<file path="config.mk">
export PLATFORM = sky130hd
export DESIGN_NAME = bbrb_ram
export DESIGN_NICKNAME = d
export VERILOG_FILES = /design/src/bbrb_ram.sv
export SDC_FILE = /design/constraint.sdc
export NUM_CORES = 2
export LEC_CHECK = 0
export BUFFER_PORTS_ARGS = -buffer_cell sky130_fd_sc_hd__buf_2
export CAP_MARGIN = 5
export CORE_ASPECT_RATIO = 2
export CORE_MARGIN = 2
export CORE_UTILIZATION = 40
export CTS_CLUSTER_SIZE = 10
export DETAILED_ROUTE_END_ITERATION = 8
export PLACE_DENSITY_LB_ADDON = 0.15
export SLEW_MARGIN = 0
export SYNTH_ARGS = -nofsm -noshare
export SYNTH_HDL_FRONTEND = slang
export SYNTH_SLANG_ARGS = --single-unit
export TNS_END_PERCENT = 1
</file>
<file path="constraint.sdc">
create_clock -name clk -period 2.4 [get_ports clk]
set_input_delay 0.12 -clock clk [delete_from_list [all_inputs] [get_ports clk]]
set_output_delay 0.12 -clock clk [all_outputs]
set_load 0.01 [all_outputs]
</file>
<file path="src/bbrb_ram.sv">
// generic single-write single-read ram with registered read
`default_nettype none

module bbrb_ram #(
    parameter int WIDTH = 8,
    parameter int DEPTH = 256
) (
    input  wire logic                                    clk,
    input  wire logic                                    we,
    input  wire logic [((DEPTH > 1) ? $clog2(DEPTH) : 1)-1:0] waddr,
    input  wire logic [WIDTH-1:0]                        wdata,
    input  wire logic                                    re,
    input  wire logic [((DEPTH > 1) ? $clog2(DEPTH) : 1)-1:0] raddr,
    output      logic [WIDTH-1:0]                        rdata
);

    logic [WIDTH-1:0] mem [DEPTH];
    logic [WIDTH-1:0] rdata_reg;

    always_ff @(posedge clk)
    begin
        if (we)
        begin
            mem[waddr] <= wdata;
        end
        if (re)
        begin
            rdata_reg <= mem[raddr];
        end
    end

    assign rdata = rdata_reg;

endmodule

`default_nettype wire

</file>
[Yosys cells after proc, flatten, opt, wreduce, memory -nomap -nowiden]
Memory sizes are Yosys's and may differ from the RTL's. A register that Yosys moved wholly into a read port is not among the register bits.
Index checks and enable logic that the tools add are counted.
Word-level totals
  memories: 1
  bits in writable memories: 2048
  logic and storage cells: 3
  input bits: 27
  output and inout bits: 8
  bits in registers: 0
Memories
  mem: words 256, bits a word 8, read ports 1, clocked after Yosys merged registers in 1, write ports 1, RTL line 17  | logic [WIDTH-1:0] mem [DEPTH];
Cells by class
  mux-type cells: 2
Operator list (number)
  2-to-1 mux 1 bit: 2

[Logic depth before layout (Yosys ltp)]
  depth after elaboration: 2
  depth in mapped cells: 11
  mapped depth without buffers: 6

[Worst setup path before layout]
OpenSTA, ideal clock, no wires.
  path type: in2reg
  start point: input raddr[0] in the netlist's numbering
  end point: register rdata_reg[2] (netlist: rdata[2]), read port of mem, data pin
  library setup time: 269 ps
  path slack: 204 ps
  arrival: 1927 ps
  required time: 2131 ps
  stages: 9
  buffers on the path: 4
  path through: buf_6 -> buf_12 -> buf_8 -> buf_2 -> mux4_2 -> a22oi_1 -> a21oi_1 -> nor4_1 -> nor4_2
RTL lines
  start, declared: RTL line 13  | input wire logic [((DEPTH > 1) ? $clog2(DEPTH) : 1)-1:0] raddr,
  end, declared: RTL line 18  | logic [WIDTH-1:0] rdata_reg;

==> flow_summary.html <==
<table>
<tr><th>Metric</th><th>Value</th></tr>
<tr><th colspan="2">Final layout</th></tr>
<tr><td>Net count, final</td><td>4503</td></tr>
<tr><td>Fraction of final layout cells sized beyond drive strength 1</td><td>0.329</td></tr>
<tr><td>Fin cells</td><td>7055</td></tr>
<tr><td>Max reg flops</td><td>2048</td></tr>
<tr><td>Layout Area Growth over Synthesis</td><td>18.5%</td></tr>
<tr><th colspan="2">Floorplan</th></tr>
<tr><td>Total die area</td><td>203000 um^2</td></tr>
<tr><td>Height of the die</td><td>635 um</td></tr>
<tr><td>Std-Cell Rows</td><td>231</td></tr>
<tr><td>Number of top-level design ports</td><td>35</td></tr>
<tr><td>Horizontal extent of the die</td><td>320 um</td></tr>
<tr><td>Initial standard-cell utilization of the core</td><td>0.402</td></tr>
<tr><td>Core Footprint</td><td>198000 um^2</td></tr>
<tr><th colspan="2">Route</th></tr>
<tr><td>DRT Wirelength</td><td>227 mm</td></tr>
<tr><td>Antenna violation net count after detailed routing</td><td>0</td></tr>
<tr><td>Number of search-and-repair iterations in the first detailed-routing pass</td><td>5</td></tr>
<tr><td>Mean number of vias per cell</td><td>5.70</td></tr>
<tr><td>Starting DRC count in detailed routing</td><td>3361</td></tr>
<tr><td># DRC</td><td>0</td></tr>
<tr><td>Number of vias in the routed layout</td><td>40200</td></tr>
<tr><td>Average routed wire per standard cell</td><td>32.2 um</td></tr>
<tr><th colspan="2">Synthesis</th></tr>
<tr><td>Fraction of registers with async set or reset after synthesis</td><td>0</td></tr>
<tr><td>Count of mapped cells out of synthesis</td><td>3733</td></tr>
<tr><td>Xor and xnor area share after synthesis</td><td>0</td></tr>
<tr><td>Post-Synth Simple-Gate Area</td><td>0.0263</td></tr>
<tr><td>Prevailing post-synth register cell</td><td>edfxtp_1</td></tr>
<tr><td>Number of storage elements in the synthesis netlist</td><td>2056</td></tr>
<tr><td>Number of enable flip-flop cells after synthesis</td><td>2056</td></tr>
<tr><td>Average footprint of a synthesized cell</td><td>21.3 um^2</td></tr>
<tr><td>Main combinational cell family by area after synthesis</td><td>multiplexers</td></tr>
<tr><td>Total number of yosys warnings</td><td>0</td></tr>
<tr><td>Post-synthesis share of cell area spent on full adders, half adders and majority gates</td><td>0</td></tr>
<tr><td>Biggest area contributors in the synthesized netlist</td><td>edfxtp_1, mux4_2, mux2i_1</td></tr>
<tr><td>Number of nets in the synthesized netlist</td><td>3760</td></tr>
<tr><td>Top cell types by occurrence after synthesis</td><td>edfxtp_1, mux4_2, nor2_1, mux2i_1, a22oi_1</td></tr>
<tr><td>Area of the mapped netlist</td><td>79600 um^2</td></tr>
<tr><td>Share of the synthesized area in the top cell type</td><td>0.775</td></tr>
<tr><td>Count of different cell masters after synthesis</td><td>54</td></tr>
<tr><td>Largest area contributor in the netlist</td><td>edfxtp_1</td></tr>
<tr><td>Area fraction in compound gates after synthesis</td><td>0.0342</td></tr>
<tr><td>Mux contribution to synthesized area</td><td>0.146</td></tr>
<tr><td>Most numerous cell in the Yosys netlist</td><td>edfxtp_1</td></tr>
<tr><td>Sequential cell area fraction in the yosys report</td><td>0.775</td></tr>
<tr><th colspan="2">Status</th></tr>
<tr><td>Status</td><td>finished, violations left</td></tr>
<tr><td>Violated checks</td><td>negative setup slack</td></tr>
<tr><th colspan="2">Timing</th></tr>
<tr><td># setup viols final</td><td>7</td></tr>
<tr><td>Max-slew violations</td><td>0</td></tr>
<tr><td>Actual slew at the worst max-slew pin</td><td>0.955 ns</td></tr>
<tr><td>Shortest clock period the worst path allows after layout</td><td>2.61 ns</td></tr>
<tr><td>Post-Route Skew</td><td>0.0261 ns</td></tr>
<tr><td>Number of hold-slack violations in the final timing report</td><td>0</td></tr>
<tr><td>Final worst hold slack</td><td>0.0548 ns</td></tr>
<tr><td>Post-route clock period utilization</td><td>1.09</td></tr>
<tr><td>Final worst-path setup slack</td><td>-0.210 ns</td></tr>
<tr><td>Max-slew headroom at the worst pin</td><td>0.354</td></tr>
<tr><td>Unrepaired setup endpoints after global routing</td><td>true</td></tr>
<tr><td>F_max</td><td>0.383 GHz</td></tr>
<tr><th colspan="2">Place</th></tr>
<tr><td>Routability-driven placement congestion ratio</td><td>0.853</td></tr>
<tr><td>Port buffer count</td><td>34</td></tr>
<tr><td>Number of placed cells counting well taps</td><td>6793</td></tr>
<tr><td>HPWL reported at the end of detailed placement</td><td>157 mm</td></tr>
<tr><th colspan="2">Global route</th></tr>
<tr><td>Maximum number of pins on one net before global-route repair</td><td>85</td></tr>
<tr><td>Antenna violations before repair</td><td>14</td></tr>
<tr><td>Total overflow reported by the global router</td><td>0</td></tr>
<tr><td>Vias in the first global route</td><td>43000</td></tr>
<tr><td>Wire length of the first global-routing pass</td><td>322 mm</td></tr>
<tr><td>Total global-route track usage</td><td>0.224</td></tr>
<tr><th colspan="2">Pwr</th></tr>
<tr><td>Worst IR drop on VDD</td><td>0.000657 V</td></tr>
<tr><td>Static leakage</td><td>30.4 nW</td></tr>
<tr><td>Total net switching power</td><td>15.7 mW</td></tr>
<tr><td>Clock share of power</td><td>0.404</td></tr>
<tr><td>Logic pwr share</td><td>0.059</td></tr>
<tr><td>Power per Cell Area</td><td>784 nW/um^2</td></tr>
<tr><td>Internal portion of total power</td><td>58.2 mW</td></tr>
<tr><td>Share of total power consumed by net switching</td><td>0.213</td></tr>
<tr><td>Sequential share of power</td><td>0.537</td></tr>
<tr><th colspan="2">CTS</th></tr>
<tr><td>Clock-pin slew on the worst setup and hold paths</td><td>0.06 ns</td></tr>
<tr><td>Buffer cell driving the clock tree root</td><td>clkbuf_16</td></tr>
<tr><td>TritonCTS clock tree</td><td>done</td></tr>
<tr><td>Clock latency on the worst-skew pair</td><td>0.86 ns</td></tr>
<tr><td>CTS Buffer Depth</td><td>4</td></tr>
<tr><td>Maximum level of the CTS H-tree</td><td>4</td></tr>
<tr><td>CTS Buf Count</td><td>231</td></tr>
<tr><td># clock sinks</td><td>2056</td></tr>
<tr><th colspan="2">Worst hold path</th></tr>
<tr><td>Capture endpoint of the worst hold path</td><td>mem[163][5]</td></tr>
<tr><td>Kind of path behind the tightest hold check</td><td>in -&gt; reg</td></tr>
<tr><td>Launch point of the worst hold path</td><td>waddr[0]</td></tr>
<tr><td>Cell count of the worst hold path</td><td>4</td></tr>
<tr><th colspan="2">Critical path</th></tr>
<tr><td>Flop-to-flop setup slack</td><td>-0.21 ns</td></tr>
<tr><td>Classification of the worst setup path</td><td>reg -&gt; reg</td></tr>
<tr><td>CP Capture Type</td><td>register</td></tr>
<tr><td>Required time of the critical path</td><td>2.99 ns</td></tr>
<tr><td>Length in cells of the worst reg-to-reg path</td><td>8</td></tr>
<tr><td>RR Endpoint</td><td>rdata[5]</td></tr>
<tr><td>Highest fanout seen on the critical path</td><td>1</td></tr>
<tr><td>Endpoint arrival time on the critical path</td><td>3.20 ns</td></tr>
<tr><td>RR Startpoint</td><td>mem[83][5]</td></tr>
<tr><td>Sort of element at the start of the critical path</td><td>register</td></tr>
<tr><th colspan="2">Flow run</th></tr>
<tr><td>Max-cap violations</td><td>0</td></tr>
</table>
[power groups by stage]
stage          Sequential, mW  Combinational [mW]  Clock, mW
2_1_floorplan            40.4                1.92          0
6_report                 39.7                4.36       29.9
3_3_place_gp             40.4                4.35          0
5_1_grt                  39.7                4.59       31.6
3_5_place_dp             40.4                4.39          0
4_1_cts                  39.7                4.44       30.5
[kinds of logic (layout without fill, tap and decap cells)]
| kind of cell | after synthesis | count (layout) |
|---|---|---|
| compound gates | 385 | 385 |
| buf+inv | 235 | 986 |
| flops | 2056 | 2056 |
| mux | 591 | 591 |
| other cells | 0 | 8 |
| simple gates | 466 | 466 |
[how the worst max path moves through the flow]
stage	depth (start not counted)	from	endpoint	slack (ns)
6_report	8	mem[83][5]	rdata[5]	-0.21
3_5_place_dp	11	raddr[0]	rdata[7]	-1.37
3_3_place_gp	11	raddr[0]	rdata[7]	-1.40
4_1_cts	7	mem[131][1]	rdata[1]	-0.24
2_1_floorplan	9	raddr[0]	rdata[2]	0.20
5_1_grt	7	mem[139][1]	rdata[1]	-0.25
[repair_timing]
| item | in CTS | in global routing |
|---|---|---|
| endpoints found under the hold margin | 1216 | 0 |
| pin swaps | 6 | 3 |
| resized for setup | 22 | 4 |
| setup endpoints to repair | 8 | 8 |
| hold buffers | 14 | 0 |
| buffers inserted | 0 | 0 |
[worst max-delay path, cell delays in order, from the launching register on]
cell      delay, ns
edfxtp_1       0.36
mux4_2         0.48
a22o_1         0.30
a221oi_1       0.23
buf_4          0.17
o32ai_1        0.07
nor3_1         0.46
buf_4          0.23
nor4_1         0.05
[through the flow]
stage	area, um^2	power (mW)	util	setup TNS (ns)	setup WS, ns
after floorplan	79600	42.3	-	0	0.204
after global placement	88100	44.8	0.445	-8.93	-1.40
after detailed placement	88200	44.8	0.445	-8.56	-1.37
after CTS	94300	74.7	0.476	-1.08	-0.241
after global routing	94300	75.9	0.476	-1.34	-0.254
final	94300	74.0	0.477	-0.751	-0.210
[area by class of cell]
class                   instances  area (um^2)
diodes                          8         20.0
clock inverters                 7         92.6
repair buffers                743         6790
multi-input cells            1442        16700
flip-flops and latches       2056        61700
clock buffers                 234         5810
inverters                       2         7.51
fillers                     16300       104000
well taps                    2563         3210
[per-layer routing]
layer,share of wire,track usage,vias to the layer above
met5,0.00028,0,-
met4,0.037,0.0786,10
met3,0.039,0.0231,359
met2,0.58,0.442,1069
met1,0.35,0.246,21800
li1,-,-,17000
[layout by cell type, fill, tap and decap left out, types with 13 or more instances in the layout]
cell type	netlist	routed
edfxtp_1	2056	2056
buf_4	27	603
mux4_2	454	455
nor2_1	282	276
clkbuf_16	0	232
mux2i_1	134	134
a22oi_1	133	133
a21oi_1	96	96
buf_12	8	92
o221ai_1	46	46
nand2_1	33	33
o22ai_1	28	28
nor2b_1	31	27
nand3_1	34	25
buf_2	31	23
nor4_1	24	16
a211oi_1	16	15
nor3_1	22	14
dlygate4sd3_1	0	14
a221oi_1	13	13
(Power assumes the default switching activity.)
