**config.mk**
```make
export PLATFORM = sky130hd
export DESIGN_NAME = bbrb_cfg
export DESIGN_NICKNAME = d
export VERILOG_FILES = /design/src/bbrb_pkg.sv /design/src/bbrb_cfg.sv
export SDC_FILE = /design/constraint.sdc
export NUM_CORES = 1
export LEC_CHECK = 0
export BUFFER_PORTS_ARGS = -buffer_cell sky130_fd_sc_hd__buf_2
export CAP_MARGIN = 20
export CORE_ASPECT_RATIO = 0.7
export CORE_UTILIZATION = 35
export DETAILED_ROUTE_END_ITERATION = 16
export PLACE_DENSITY = 0.78
export SYNTH_ARGS = -nofsm -noshare
export SYNTH_HDL_FRONTEND = slang
export SYNTH_SLANG_ARGS = --single-unit
```
**constraint.sdc**
```tcl
create_clock -name clk -period 1 [get_ports clk]
set_input_delay 0.1 -clock clk [delete_from_list [all_inputs] [get_ports clk]]
set_output_delay 0.1 -clock clk [all_outputs]
set_load 0.01 [all_outputs]
```
**src/bbrb_pkg.sv**
```systemverilog
// package with shared types and constants of the byte ring buffer
`default_nettype none

package bbrb_pkg;

    localparam int RING_DEPTH = 256;
    localparam int BYTE_W     = 8;
    localparam int CMD_W      = 3;
    localparam int IDLE_W     = 16;
    localparam int BITS_W     = 3;
    localparam int CLEN_W     = 9;
    localparam int FILL_W     = 8;
    localparam int PADDR_W    = 3;
    localparam int PDATA_W    = 32;

    localparam logic [IDLE_W-1:0]    IDLE_LIMIT_RST = IDLE_W'(100);
    localparam logic [IDLE_W-1:0]    TICK_MAX       = '1;
    localparam logic [BITS_W-1:0]    LAST_BIT       = BITS_W'(7);
    localparam logic [PADDR_W-3:0]   REG_IDLE_LIMIT = '0;

    typedef enum logic [CMD_W-1:0] {
        CMD_ADD_BIT = 3'd0,
        CMD_PUSH    = 3'd1,
        CMD_POP     = 3'd2,
        CMD_TAKE    = 3'd3,
        CMD_PEEK    = 3'd4,
        CMD_TICK    = 3'd5,
        CMD_CLEAR   = 3'd6
    } cmd_t;

    typedef struct packed {
        logic [IDLE_W-1:0] idle_limit;
    } cfg_t;

endpackage

`default_nettype wire

```
**src/bbrb_cfg.sv**
```systemverilog
// apb configuration register block of the byte ring buffer
`default_nettype none

module bbrb_cfg
    import bbrb_pkg::*;
(
    input  wire logic               clk,
    input  wire logic               rst_n,
    input  wire logic               psel,
    input  wire logic               penable,
    input  wire logic               pwrite,
    input  wire logic [PADDR_W-1:0] paddr,
    input  wire logic [PDATA_W-1:0] pwdata,
    output      logic [PDATA_W-1:0] prdata,
    output      logic               pready,
    output      cfg_t               cfg
);

    logic [IDLE_W-1:0] idle_limit_reg;
    logic [IDLE_W-1:0] idle_limit_next;
    logic              hit;

    assign pready = 1'b1;
    assign hit    = (paddr[PADDR_W-1:2] == REG_IDLE_LIMIT);

    always_comb
    begin
        idle_limit_next = idle_limit_reg;
        if (psel && penable && pwrite && pready && hit)
        begin
            idle_limit_next = pwdata[IDLE_W-1:0];
        end
    end

    always_ff @(posedge clk or negedge rst_n)
    begin
        if (!rst_n)
        begin
            idle_limit_reg <= IDLE_LIMIT_RST;
        end
        else
        begin
            idle_limit_reg <= idle_limit_next;
        end
    end

    assign prdata         = (psel && hit) ? PDATA_W'(idle_limit_reg) : '0;
    assign cfg.idle_limit = idle_limit_reg;

endmodule

`default_nettype wire

```
======== Word level (Yosys, flattened, before mapping) ========
Index checks and enable logic that the tools add are counted.
word-level totals
  logic and storage cells ................. 7
  output and inout bits ................... 49
  input port bits ......................... 40
  bits in registers ....................... 16
cells by class
  bitwise operators ....................... 1
  mux-type cells .......................... 1
  reduce and logical (&&, ||, !) cells .... 4
operator list
  cell                 number
  $mux W16             1
  $logic_and A1 B1 Y1  4
  $not A1 Y1           1

======== Longest topological paths before layout ========
Gate-level depths: netlist of run 1.
  depth after elaboration ................. 3
  depth in mapped cells ................... 3
  gate-level depth less buffers ........... 2

======== Worst setup path before layout of run 1 ========
No wires, ideal clock.
  path type ............................... input to register
  start ................................... input paddr[2]
  end ..................................... register idle_limit_reg[0] (netlist: cfg[0])
  setup slack ............................. 0.099 ns
  setup time .............................. 0.125 ns
  required time ........................... 0.875 ns
  arrival time ............................ 0.776 ns
  path buffers ............................ 1
  stages .................................. 3
  path through ............................ nand4b_4 > buf_6 > mux2_4
between the ends
  word-level cells in the longest chain between the ends .. 2
ends and longest elaborated chain
  element               line            text
  from (decl)           bbrb_cfg.sv:12  input wire logic [PADDR_W-1:0] paddr,
  $not A1 Y1            bbrb_cfg.sv:24  assign hit = (paddr[PADDR_W-1:2] == REG_IDLE_LIMIT);
  $logic_and A1 B1 Y1   bbrb_cfg.sv:29  if (psel && penable && pwrite && pready && hit)
  to (signal assigned)  bbrb_cfg.sv:43  idle_limit_reg <= idle_limit_next;
  to (decl)             bbrb_cfg.sv:19  logic [IDLE_W-1:0] idle_limit_reg;
Every way passes these cells.
A chain may end at the register's enable or synchronous reset.

======== Worst setup path after layout of run 1 ========
  start ................................... register idle_limit_reg[6] (netlist: cfg[6])
  end ..................................... output prdata[6]
between the ends
  word-level cells in the longest chain between the ends .. 1
ends and longest elaborated chain
  element    line            text
  $mux W16   bbrb_cfg.sv:47  assign prdata = (psel && hit) ? PDATA_W'(idle_limit_reg) : '0;
  to (decl)  bbrb_cfg.sv:14  output logic [PDATA_W-1:0] prdata,
Every way passes these cells.

==> out/results.tsv, run 1 <==
metric	value	unit
syn_avg_cell_area	12.7	sq um
grt_use_total	14.2	%
remaining_drc_errors	0	
p_per_area	1670	mW/mm^2
viasPerCell	4.13	
gr-total-overflow	0	
crit_arrival	1.02	ns
layout_min_cycle_time	1.12	ns
crit_start	cfg[6]	
die_x	62.7	um
clock-sinks	16	
power	0.00231	W
die_area	0.00279	sq mm
largest_register_ffs	16	
grt_setup_unrepaired	yes	
finClkSkew	0	ns
grt_start_max_net_pins	17	
vias	714	
die_y	44.5	um
crit_fanout	2	
clockBufferDepth	2	
grt_pass1_wl	2940	um
drt_iter0_markers	5	
core_area	0.00229	sq mm
diodes	0	
std_cell_rows	14	
setup.worst_path.start_class	flip-flop	
drt_pass1_iterations	3	
drv_cap	0	
start_util	39.4	%
grt_pass1_vias	669	
cts_root_buf	clkbuf_8	
hold_violations	0	
htreeDepth	1	
drive_gt1_share	67.4	%
clock_latency	0.25	ns
wl	2020	um
min_path_type	in -> reg	
max_freq	0.890	GHz
setup_viol	12	
synthAdderAreaFrac	0	%
cts_made_buffers	3	
synth-seq-cells	16	
multi_input_area	420	sq um
violations	setup timing	
n_fill_cell	196	
area_delta_synth_final	53.3	%
cts_tree	yes	
ant_nets	0	
r2r-start	cfg[1]	
crit_required	0.90	ns
fin_tns_setup	-0.568	ns
final_common_cell	buf_2	
wl_per_cell	11.7	um
dpl.hpwl	1410	um
synth_compound_area_share	0	%
place.gp.congestion	0.647	
antenna_found_initial	0	
ios	89	
status	complete, but fails checks	
final_nets	182	
path_class	reg -> out	
setup_slack	-0.124	ns
muxShareOfSynthArea	24.1	%
syn_inst	71	
synthDistinctLibCells	11	
final_cell_mix	46 x buf_2, 17 x conb_1, 13 x and2_1, 13 x dfrtp_1, 11 x buf_4	
yosysSeqAreaShare	44.7	%
ys_warn_count	0	
synth.cell_area	903	sq um
numPortBuffers	53	
min-delay-start	pwdata[2]	
synth-xor-area-share	0	%
finalMaxSlewViolations	0	
regArea	404	sq um
end_kind	output port	
p_leak	0.796	nW
dp_slack	0.00733	ns
yosys.area_share.simple	14.5	%
ir_drop	1010	uV
synth_top_family_by_area	multiplexers	
path_clk_slew	0.06	ns
post-route-period-util	112	%
==> where the power goes <==
group | switching, W | internal, W
combinational | 0.000352 | 0.000568
clock | 0.000207 | 0.000282
sequential | 0.0000899 | 0.000811
total | 0.000649 | 0.00166
==> cells by family after synthesis <==
kind of cell           count (synthesis)
buffers and inverters                 19
AND/OR/NAND/NOR                       18
multiplexers                          16
flip-flops                            16
other                                  2
==> critical path, cell delays in order (launching register included) <==
cell	delay [ns]
dfstp_2	0.54
and2_4	0.14
buf_6	0.10
==> worst paths after layout <==
kind                              to  depth (start not counted)  slack (ns)
min reg2reg                  cfg[10]                          1        0.53
max reg2reg                   cfg[1]                          3        0.01
min                           cfg[2]                          2        0.08
min in group asynchronous    cfg[13]                          2        0.32
max                        prdata[6]                          2       -0.12
max in group asynchronous     cfg[6]                          2        0.38
==> Yosys cell counts <==
| master | n | area share [%] |
|---|---|---|
| buf_4 | 17 | 14 |
| and2_1 | 16 | 11 |
| dfrtp_1 | 13 | 36 |
| mux2_4 | 10 | 17 |
| mux2_2 | 6 | 7.5 |
| dfstp_2 | 3 | 8.7 |
| conb_1 | 2 | 0.83 |
| and2b_1 | 1 | 0.83 |
| buf_6 | 1 | 1.2 |
| clkbuf_1 | 1 | 0.42 |
| nand4b_4 | 1 | 2.6 |
==> area by class of cell <==
class / instances / area share, %
flip-flops and latches: 16 / 29.2
multi-input cells: 51 / 30.4
repair buffers: 70 / 34.3
well taps: 32 / 2.89
clock buffers: 4 / 3.25
==> what timing repair did <==
| action | CTS | global route |
|---|---|---|
| endpoints found under the hold margin | 13 | 0 |
| gates resized for setup | 4 | 9 |
| hold buffers | 1 | 0 |
| setup endpoints to repair | 17 | 21 |
| pin swaps | 6 | 5 |
| setup buffers | 7 | 6 |
==> metrics by stage <==
| step | hold WS, ns | util, % | cells | area, sq um |
|---|---|---|---|---|
| finish | 0.0832 | 60.4 | 173 | 1390 |
| global route | 0.0741 | 60.4 | 173 | 1390 |
| CTS | 0.0799 | 56.5 | 167 | 1300 |
| detailed placement | 0.0303 | 51.0 | 155 | 1170 |
| global placement | 0.0279 | 51.0 | 155 | 1170 |
| floorplan | -0.196 | - | 86 | 960 |
==> layer usage <==
layer	up-vias	share of wire, %	GRT usage, %
li1	335	-	-
met1	331	40	14.9
met2	48	51	26.7
met3	0	8.9	6.70
met4	0	0	2.79
met5	-	0	0
Power figures use the tool's default switching activity.
==> run 2: changes to the inputs <==
--- a/config.mk
+++ b/config.mk
@@ -10,7 +10,8 @@
 export CORE_ASPECT_RATIO = 0.7
 export CORE_UTILIZATION = 35
 export DETAILED_ROUTE_END_ITERATION = 16
-export PLACE_DENSITY = 0.78
+export GPL_TIMING_DRIVEN = 0
+export PLACE_DENSITY_LB_ADDON = 0.05
 export SYNTH_ARGS = -nofsm -noshare
 export SYNTH_HDL_FRONTEND = slang
 export SYNTH_SLANG_ARGS = --single-unit
==> run 2 against run 1 <==
  * The run still ends with setup timing left
  * Critical path depth is the same
  * Wire length down 6.5%
  * Register-to-register slack better by 0.09 ns
  * Combinational power is 8.0% lower
  * Count of clock-buffer cells in the layout is the same
  * Clock power up 14%
  * First-iteration DRC count grew 40%
==> out/results.tsv, run 2 (synthesized netlist as in run 1, its figures left out) <==
metric	value	unit
antenna_found_initial	0	
htreeDepth	1	
min-delay-start	pwdata[12]	
gr-total-overflow	0	
drt_pass1_iterations	2	
hold_violations	0	
area_delta_synth_final	60.0	%
timing.critical_path.to	prdata[2]	
cts_tree	yes	
die_y	44.5	um
setup.worst_path.start_class	flip-flop	
drive_gt1_share	70.1	%
vias	720	
post_dp_cell_area	0.00126	sq mm
crit_path_cell_trace	and2_1 > buf_2	
grt_pass1_vias	596	
largest_register_ffs	16	
p_per_area	1590	mW/mm^2
final_common_cell	buf_2	
numPortBuffers	53	
clock_latency	0.24	ns
cp_top_family	flip-flops	
pwr-share-comb	36.7	%
drt_iter0_markers	7	
diodes	0	
ios	89	
core_area	0.00229	sq mm
std_cell_rows	14	
finalMaxSlewViolations	0	
cts_made_buffers	3	
pwr-share-clk	24.1	%
die_area	0.00279	sq mm
fin_util	63.0	%
path_clk_slew	0.06	ns
drv_cap	0	
finClkSkew	0	ns
r2r-end	cfg[13]	
crit_fanout	3	
r2r_setup_slack	0.10	ns
ant_nets	0	
wl	1890	um
path_buf_inv	1	
post-route-period-util	111	%
min_path_type	in -> reg	
layout_min_cycle_time	1.11	ns
grt_use_total	13.9	%
final_nets	195	
cts_root_buf	clkbuf_8	
p_switching	0.000625	W
path_depth	2	
max_freq	0.903	GHz
crit_slowest_cell	dfstp_2	
setup_viol	7	
violations	setup timing	
status	complete, but fails checks	
seq_power_share	39.2	%
setup_slack	-0.107	ns
place.gp.congestion	0.623	
die_x	62.7	um
intPower	0.00168	W
remaining_drc_errors	0	
grt_pass1_wl	2900	um
ir_drop	898	uV
grt_start_max_net_pins	17	
crit_required	0.90	ns
fin_area	0.00145	sq mm
start_util	39.4	%
cp_slowest_stage_delay	0.54	ns
viasPerCell	3.87	
end_kind	output port	
worstRegToRegCells	2	
grt_setup_unrepaired	yes	
p_leak	0.859	nW
final_cell_mix	49 x buf_2, 27 x buf_4, 17 x conb_1	
wl_per_cell	10.2	um
p_sw_share	27.1	%
r2r-start	cfg[13]	
crit_arrival	1.01	ns
clock-sinks	16	
path_class	reg -> out	
crit_start	cfg[2]	
clockBufferDepth	2	
-- run 2: cell count changes in the layout (fill, tap and decap cells not counted) --
cell,delta
buf_2,+3
clkbuf_8,+1
buf_8,+1
buf_6,-5
buf_12,-2
clkbuf_1,-1
and2_4,-2
buf_4,+16
and2_1,+2
and2b_2,+1
and2b_1,-1
-- run 2: timing repair --
action                                 in CTS  in global routing
pin swaps                                   3                  5
endpoints found under the hold margin      13                  0
setup endpoints to repair                  18                 19
hold buffers                                1                  0
buffers inserted                            5                  5
gates resized for setup                     4                  6
-- run 2: cell type report --
cell class | instances | area (sq um)
Buffer | 19 | 154
Clock buffer | 4 | 55.1
Fill cell | 201 | 850
Multi-Input combinational cell | 51 | 417
Sequential cell | 16 | 404
Tap cell | 32 | 40.0
Timing Repair Buffer | 64 | 375
-- run 2: routing by layer --
layer	routed length [um]	up-vias	GRT usage (%)	part of all wire (%)
met5	0	-	0	0
met1	830	311	17.9	44
met3	203	0	6.44	11
met2	858	46	22.4	45
met4	0	0	1.40	0
li1	-	363	-	-
-- run 2: worst reg2reg max path, stage by stage (launching register included) --
cell and delay [ns]:
dfrtp_1 0.40, buf_4 0.14, mux2_2 0.25
-- run 2: power groups by stage --
stage               sequential [W]  clock, W  combinational, W
floorplan                 0.000978         0          0.000338
global placement          0.000910         0          0.000671
detailed placement        0.000918         0          0.000681
CTS                       0.000906  0.000570          0.000737
global route              0.000922  0.000603          0.000913
finish                    0.000902  0.000555          0.000846
-- run 2: worst min path at each step --
stage                   end  slack (ns)  cells past startpoint
finish              cfg[12]        0.08                      2
global route        cfg[12]        0.08                      2
CTS                  cfg[6]        0.08                      2
detailed placement   cfg[1]        0.03                      1
global placement     cfg[1]        0.03                      1
floorplan            cfg[0]       -0.20                      0
-- run 2: stage by stage --
stage | instances | hold WS (ns) | power, W | setup WS [ns] | TNS (ns)
floorplan | 86 | -0.196 | 0.00132 | 0.0987 | 0
global placement | 171 | 0.0340 | 0.00158 | -0.239 | -2.99
detailed placement | 171 | 0.0286 | 0.00160 | -0.296 | -3.68
CTS | 181 | 0.0805 | 0.00221 | -0.115 | -0.459
global route | 186 | 0.0777 | 0.00244 | -0.166 | -1.03
finish | 186 | 0.0839 | 0.00230 | -0.107 | -0.407
